**src/rtl/ptd_pkg.sv**
```systemverilog
// ----------------------------------------------------------------------------
// ptd_pkg
// Shared constants and types of the trial-division prime generator.
// ----------------------------------------------------------------------------
package ptd_pkg;

    localparam int MAX_PRIMES = 1024;
    localparam int VALUE_BITS = 32;
    localparam int ADDR_W     = $clog2(MAX_PRIMES);
    localparam int COUNT_W    = $clog2(MAX_PRIMES + 1);
    localparam int RANK_W     = 10;
    localparam int RANK_CFG_W = 11;
    localparam int DIV_CNT_W  = $clog2(VALUE_BITS + 1);

    localparam logic [VALUE_BITS-1:0] PRIME_FIRST  = VALUE_BITS'(2);
    localparam logic [VALUE_BITS-1:0] PRIME_SECOND = VALUE_BITS'(3);
    localparam logic [VALUE_BITS-1:0] CAND_FIRST   = VALUE_BITS'(5);
    localparam logic [VALUE_BITS-1:0] CAND_STEP    = VALUE_BITS'(2);

    localparam logic [RANK_CFG_W-1:0] MAX_RANK_RESET  = RANK_CFG_W'(1024);
    localparam logic [31:0]           MAX_VALUE_RESET = 32'hFFFF_FFFF;

    // configuration register indexes
    localparam logic CFG_MAX_RANK  = 1'b0;
    localparam logic CFG_MAX_VALUE = 1'b1;

    typedef enum logic [3:0] {
        ST_IDLE,
        ST_SETUP,
        ST_CAND,
        ST_READ,
        ST_CHECK,
        ST_DIV,
        ST_PASS,
        ST_FAIL,
        ST_EMIT,
        ST_OUT
    } ptd_state_t;

    typedef struct packed {
        logic done;
        logic rem_zero;
    } ptd_div_status_t;

endpackage

```
**src/rtl/ptd_divider.sv**
```systemverilog
// ----------------------------------------------------------------------------
// ptd_divider
// Bit-serial restoring remainder unit: one dividend bit per cycle.
// ----------------------------------------------------------------------------
module ptd_divider (
    input  logic                             aclk,
    input  logic                             aresetn,
    input  logic                             start,
    input  logic [ptd_pkg::VALUE_BITS-1:0]   dividend,
    input  logic [ptd_pkg::VALUE_BITS-1:0]   divisor,
    output ptd_pkg::ptd_div_status_t         status
);
    import ptd_pkg::*;

    logic [VALUE_BITS-1:0] quot_reg;
    logic [VALUE_BITS-1:0] dsr_reg;
    logic [VALUE_BITS-1:0] rem_reg;
    logic [DIV_CNT_W-1:0]  cnt_reg;
    logic                  done_reg;
    logic [VALUE_BITS:0]   trial;
    logic [VALUE_BITS:0]   diff;

    // shift in next dividend bit, subtract when it fits
    assign trial = {rem_reg, quot_reg[VALUE_BITS-1]};
    assign diff  = trial - {1'b0, dsr_reg};

    always_ff @(posedge aclk) begin
        if (!aresetn) begin
            cnt_reg  <= '0;
            done_reg <= 1'b0;
        end else begin
            done_reg <= 1'b0;
            if (start) begin
                cnt_reg <= DIV_CNT_W'(VALUE_BITS);
            end else if (cnt_reg != '0) begin
                cnt_reg <= cnt_reg - DIV_CNT_W'(1);
                if (cnt_reg == DIV_CNT_W'(1)) begin
                    done_reg <= 1'b1;
                end
            end
        end
    end

    always_ff @(posedge aclk) begin
        if (start) begin
            quot_reg <= dividend;
            dsr_reg  <= divisor;
            rem_reg  <= '0;
        end else if (cnt_reg != '0) begin
            quot_reg <= {quot_reg[VALUE_BITS-2:0], 1'b0};
            if (!diff[VALUE_BITS]) begin
                rem_reg <= diff[VALUE_BITS-1:0];
            end else begin
                rem_reg <= trial[VALUE_BITS-1:0];
            end
        end
    end

    assign status.done     = done_reg;
    assign status.rem_zero = (rem_reg == '0);

endmodule

```
**config.mk**
```make
export PLATFORM = sky130hd
export DESIGN_NAME = ptd_divider
export DESIGN_NICKNAME = d
export VERILOG_FILES = /design/src/rtl/ptd_pkg.sv /design/src/rtl/ptd_divider.sv
export SDC_FILE = /design/constraint.sdc
export NUM_CORES = 1
export LEC_CHECK = 0
export BUFFER_PORTS_ARGS = -buffer_cell sky130_fd_sc_hd__buf_2
export CAP_MARGIN = 20
export CORE_MARGIN = 5
export CORE_UTILIZATION = 30
export CTS_BUF_LIST = sky130_fd_sc_hd__clkbuf_16
export DETAILED_ROUTE_END_ITERATION = 8
export GPL_TIMING_DRIVEN = 0
export SYNTH_ARGS = -nofsm -noshare
export SYNTH_HDL_FRONTEND = slang
export SYNTH_SLANG_ARGS = --single-unit
```
**constraint.sdc**
```tcl
create_clock -name aclk -period 2.6 [get_ports aclk]
set_input_delay 0.52 -clock aclk [delete_from_list [all_inputs] [get_ports aclk]]
set_output_delay 0.52 -clock aclk [all_outputs]
set_load 0.1 [all_outputs]
```
## Word level (Yosys, flattened, before mapping)

Cells that the tools add are included.

| word-level totals | value |
|---|---|
| logic and storage cells | 22 |
| output and inout port bits | 2 |
| input bits | 67 |
| register bits | 103 |

| cells by class | value |
|---|---|
| eq/ne operators | 1 |
| reductions and logical operators | 5 |
| add/sub/neg operators | 2 |
| mux-type cells | 6 |
| bitwise gates (word level) | 2 |

Operator list:

| kind | number |
|---|---|
| $mux 32 | 3 |
| $sub 33x32->33 | 1 |
| $logic_not 32->1 | 1 |
| $mux 6 | 2 |
| $eq 6x1->1 const B | 1 |
| $reduce_bool 6->1 | 1 |
| $sub 6x1->6 const B | 1 |
| $reduce_or 3->1 | 1 |
| $not 1->1 | 2 |
| $reduce_bool 2->1 | 1 |
| $reduce_or 2->1 | 1 |
| $mux 1 | 1 |

## Depth between registers and ports, before layout

| logic depth | value |
|---|---|
| word-level depth | 3 |
| gate-level depth with buffers | 14 |
| mapped depth without buffers | 12 |

## Worst setup path after synthesis

Ideal clock, no wire load.

| timing | value |
|---|---|
| kind | register to register |
| start | register dsr_reg[9] |
| end | register rem_reg[22] |
| slack | -0.266 ns |
| required time | 2.464 ns |
| arrival time | 2.730 ns |
| buffers on the path | 2 |
| library setup time | 0.136 ns |
| period minus slack after synthesis | 2.866 ns |
| cell stages (with the launch flop) | 14 |
| cell sequence | edfxtp_1 inv_1 ha_1 a21o_1 a21o_1 a211oi_2 nor3b_4 a211oi_2 o31ai_4 nand2_2 buf_4 buf_4 a41oi_1 o41ai_2 |

| between the ends | value |
|---|---|
| cells in the longest elaborated chain, start to end | 2 |

Ends and longest elaborated chain:

| item | line | RTL |
|---|---|---|
| start, declared | ptd_divider.sv:16 | `logic [VALUE_BITS-1:0] dsr_reg;` |
| start signal, assigned | ptd_divider.sv:47 | `dsr_reg <= divisor;` |
| $sub 33x32->33 | ptd_divider.sv:25 | `assign diff = trial - {1'b0, dsr_reg};` |
| $mux 32 | ptd_divider.sv:51 | `if (!diff[VALUE_BITS]) begin` |
| end signal, assigned | ptd_divider.sv:52 | `rem_reg <= diff[VALUE_BITS-1:0];` |
| end signal, assigned | ptd_divider.sv:54 | `rem_reg <= trial[VALUE_BITS-1:0];` |
| end, declared | ptd_divider.sv:17 | `logic [VALUE_BITS-1:0] rem_reg;` |

Every way passes these cells.
A chain may end at the register's enable or synchronous reset.

## Worst setup path after layout

| timing | value |
|---|---|
| start | register dsr_reg[9] |
| end | register rem_reg[17] |

Same word-level chain as after synthesis.

==> flow_summary.ini <==
[run_status]
status = complete, but fails checks
failing_checks = setup timing

[routing]
route.detailed.drc = 0
detail_route.iter0.violations = 278
vias_per_cell = 5.00
drt_pre_antenna_iters = 5
vias = 4931
drt.antenna.violating_nets = 0
postRouteWirelength_mm = 15.7
drt-wirelength-per-cell_um = 15.9

[floorplan]
die_h_um = 152
coreArea_um2 = 19600
ioPinCount = 69
die-width_um = 152
floorplan.initialDensity_pct = 30.7
fp-row-count = 51
design.die.area_um2 = 23000

[synth]
syn-cell-area_um2 = 6010
sequential_cell_area_fraction_in_the_yosys_report_pct = 44.9
ys_types = 61
cells_taking_the_most_area_after_synthesis = sky130_fd_sc_hd__edfxtp_1 32%, sky130_fd_sc_hd__dfxtp_1 13%, sky130_fd_sc_hd__ha_1 7.1%
synth-edff-count = 64
synth_cells = 604
share_of_flip_flops_with_an_asynchronous_set_or_reset_after_synthesis_pct = 0
avgSynthCellArea_um2 = 9.96
yosys.area.top_type = sky130_fd_sc_hd__edfxtp_1
synth_seq_cells = 103
ys_dominant_reg_cell = sky130_fd_sc_hd__edfxtp_1
synth_nets = 706
synth_top_area_share_pct = 32.0
ys.warnings.count = 0

[sta]
timing.final.setup_violations = 32
fin_worst_hold_slack_ps = 326
hold_viol = 0
achievable-frequency_mhz = 338
finalCritPeriodShare_pct = 114
final_critical_path_setup_slack_ps = -356
max_slew_headroom_pct = 53.6
timing_worst_slew_pin_value_ps = 696
fin_skew_ps = 12.9
timing_max_transition_violations_final = 0
post-route-min-period_ps = 2960
rsz_0062_raised_after_global_routing = yes

[critical_path]
cp_slowest_stage_delay_ps = 380
worstSetupStartpointType = flip-flop
crit_path_cell_trace = inv_2, ha_4, a21o_1, a21o_1, a211oi_2, nor3b_4, buf_6, a211oi_4, o31ai_4, buf_4, nand2_4, buf_8, buf_4, a21oi_1, a211oi_1
crit_path_end_kind = flip-flop
category_of_the_critical_setup_timing_path = reg -> reg
timing.critical_path.buf_inv = 5
worst_path_max_delay_cell = sky130_fd_sc_hd__edfxtp_1
worst-r2r-cell-count = 15
critPathRequiredTime_ps = 2810
cpLargestDelayFamily = compound AO/OA/AOI/OAI gates
worstSetupPathDepth = 15
cp_data_arrival_time_ps = 3170
crit_path_max_fanout = 7

[layout]
finish.net_count = 817
final_core_util_pct = 40.4
share_of_layout_cells_above_drive_strength_1_pct = 35.6
area.growth.synth_to_final_pct = 31.5

[pwr]
report.power.total_mw = 9.20
power-per-cell-area_nw_per_um2 = 1160
static-leakage-power_nw = 3.21
power.ir.vdd_worst_mv = 0.469

[clocking]
clkLatencyLatePin_ps = 360
clock_tree.root_cell = sky130_fd_sc_hd__clkbuf_16
cts_tree = done
clock_sink_count = 103
clock_path_buffers = 2
htreeDepth = 3
clock_slew_seen_by_the_registers_of_the_worst_setup_and_hold_paths_ps = 80
tritoncts.num_buffers = 9

[global_route]
gr-total-overflow = 0
grt_first_pass_wirelength_mm = 24.2
gr-usage-all-layers_pct = 13.5
pin_count_of_the_biggest_net_entering_global_routing = 34
via_count_of_the_first_global_routing_pass = 4631
number_of_antenna_violations_at_the_first_check_in_global_routing = 1

[place]
port_buffers = 68
gp_routability_congestion = 0.820
detailed_place_hpwl_mm = 10.9

[min_path]
hold_class = in -> reg
number_of_cells_on_the_worst_hold_path = 1

[job]
max_cap_violations = 0
-- layout make-up --
cell class / count / area [um2]
fillers: 1913 / 11700
multi-input cells: 434 / 3530
flip-flops and latches: 103 / 2710
repair buffers: 103 / 734
well taps: 265 / 332
clock buffers: 9 / 225
inverters: 44 / 165
plain buffers: 20 / 136
clock inverters: 7 / 75.1
diodes: 1 / 2.50
-- layer usage --
layer	GRT usage, %	part of all wire [%]	up-vias
met3	4.88	7.1	26
met1	17.9	46	2322
met2	20.6	45	119
met5	0	0.083	-
met4	3.95	2.1	2
li1	-	-	2462
-- placed cells by master (no fill, tap or decap), types with 4 or more instances in the layout --
| cell | count |
|---|---|
| sky130_fd_sc_hd__a211oi_1 | 5 |
| sky130_fd_sc_hd__a211oi_2 | 5 |
| sky130_fd_sc_hd__a21o_1 | 23 |
| sky130_fd_sc_hd__a21oi_1 | 30 |
| sky130_fd_sc_hd__a21oi_2 | 7 |
| sky130_fd_sc_hd__a311oi_1 | 11 |
| sky130_fd_sc_hd__a311oi_2 | 8 |
| sky130_fd_sc_hd__and2_1 | 5 |
| sky130_fd_sc_hd__and3_1 | 7 |
| sky130_fd_sc_hd__buf_2 | 67 |
| sky130_fd_sc_hd__buf_4 | 26 |
| sky130_fd_sc_hd__buf_8 | 5 |
| sky130_fd_sc_hd__clkbuf_1 | 13 |
| sky130_fd_sc_hd__clkbuf_16 | 12 |
| sky130_fd_sc_hd__dfxtp_1 | 35 |
| sky130_fd_sc_hd__dfxtp_2 | 4 |
| sky130_fd_sc_hd__edfxtp_1 | 64 |
| sky130_fd_sc_hd__ha_1 | 21 |
| sky130_fd_sc_hd__ha_2 | 6 |
| sky130_fd_sc_hd__ha_4 | 7 |
| sky130_fd_sc_hd__inv_1 | 43 |
| sky130_fd_sc_hd__inv_6 | 4 |
| sky130_fd_sc_hd__mux2_2 | 33 |
| sky130_fd_sc_hd__nand2_1 | 44 |
| sky130_fd_sc_hd__nand2_2 | 15 |
| sky130_fd_sc_hd__nand3_1 | 11 |
| sky130_fd_sc_hd__nand3_2 | 4 |
| sky130_fd_sc_hd__nand3b_1 | 4 |
| sky130_fd_sc_hd__nand4_1 | 8 |
| sky130_fd_sc_hd__nor2_1 | 48 |
| sky130_fd_sc_hd__nor3_1 | 7 |
| sky130_fd_sc_hd__nor4_1 | 9 |
| sky130_fd_sc_hd__o211ai_1 | 5 |
| sky130_fd_sc_hd__o21a_1 | 6 |
| sky130_fd_sc_hd__o21ai_0 | 10 |
| sky130_fd_sc_hd__o21ai_2 | 5 |
| sky130_fd_sc_hd__or3_1 | 6 |
| sky130_fd_sc_hd__xnor2_1 | 14 |
| sky130_fd_sc_hd__xor2_1 | 7 |
-- worst paths after layout --
check | end | slack (ps) | startpoint
worst min register to register | rem_reg[16]$_SDFFE_PP0P_ | 510 | rem_reg[16]$_SDFFE_PP0P_
worst max register to register | rem_reg[17]$_SDFFE_PP0P_ | -360 | dsr_reg[9]$_DFFE_PP_
worst min-delay path | dsr_reg[30]$_DFFE_PP_ | 330 | divisor[30]
worst max-delay path | rem_reg[17]$_SDFFE_PP0P_ | -360 | dsr_reg[9]$_DFFE_PP_
-- logic make-up (layout without fill, tap and decap cells) --
group / Yosys count / in the layout / share of synthesized area [%]
AO/OA/AOI/OAI: 151 / 151 / 17.7
adder cells (fa/ha/maj): 35 / 35 / 7.41
XOR/XNOR: 21 / 21 / 3.06
multiplexers: 34 / 34 / 6.35
AND/OR/NAND/NOR: 193 / 193 / 15.6
buffers and inverters: 67 / 183 / 4.87
flip-flops: 103 / 103 / 44.9
other: 0 / 1 / 0
-- per-stage QoR --
stage	TNS (ps)	std cells	cell area (um2)	setup slack (ps)
global placement	-51790	937	6770	-860
floorplan	-1870	604	6090	-107
CTS	-10380	974	7500	-372
detailed placement	-38970	938	6790	-639
global route	-13300	985	7900	-459
finish	-9660	986	7910	-356
-- power by group --
group	total, mW	internal (mW)	switching (mW)	leakage (nW)
registers	2.65	2.24	0.412	0.967
logic	5.12	2.42	2.70	2.09
clock network	1.43	0.759	0.670	0.151
total	9.20	5.42	3.78	3.21
-- Yosys cell counts (10+ instances only) --
cell,instances
sky130_fd_sc_hd__a311oi_1,19
sky130_fd_sc_hd__ha_1,34
sky130_fd_sc_hd__inv_1,44
sky130_fd_sc_hd__nand2_1,61
sky130_fd_sc_hd__clkbuf_1,16
sky130_fd_sc_hd__nand3_1,15
sky130_fd_sc_hd__edfxtp_1,64
sky130_fd_sc_hd__dfxtp_1,39
sky130_fd_sc_hd__a21oi_1,39
sky130_fd_sc_hd__o21ai_0,13
sky130_fd_sc_hd__nor2_1,49
sky130_fd_sc_hd__a21o_1,23
sky130_fd_sc_hd__nor4_1,10
sky130_fd_sc_hd__xnor2_1,14
sky130_fd_sc_hd__mux2_2,33
-- timing repair --
item,4_1_cts,5_1_grt
buffers inserted,20,10
pin swaps,26,32
gates resized for setup,55,55
setup endpoints to repair,64,63
gates cloned,1,3
hold buffers,0,0
(Power assumes the default switching activity.)
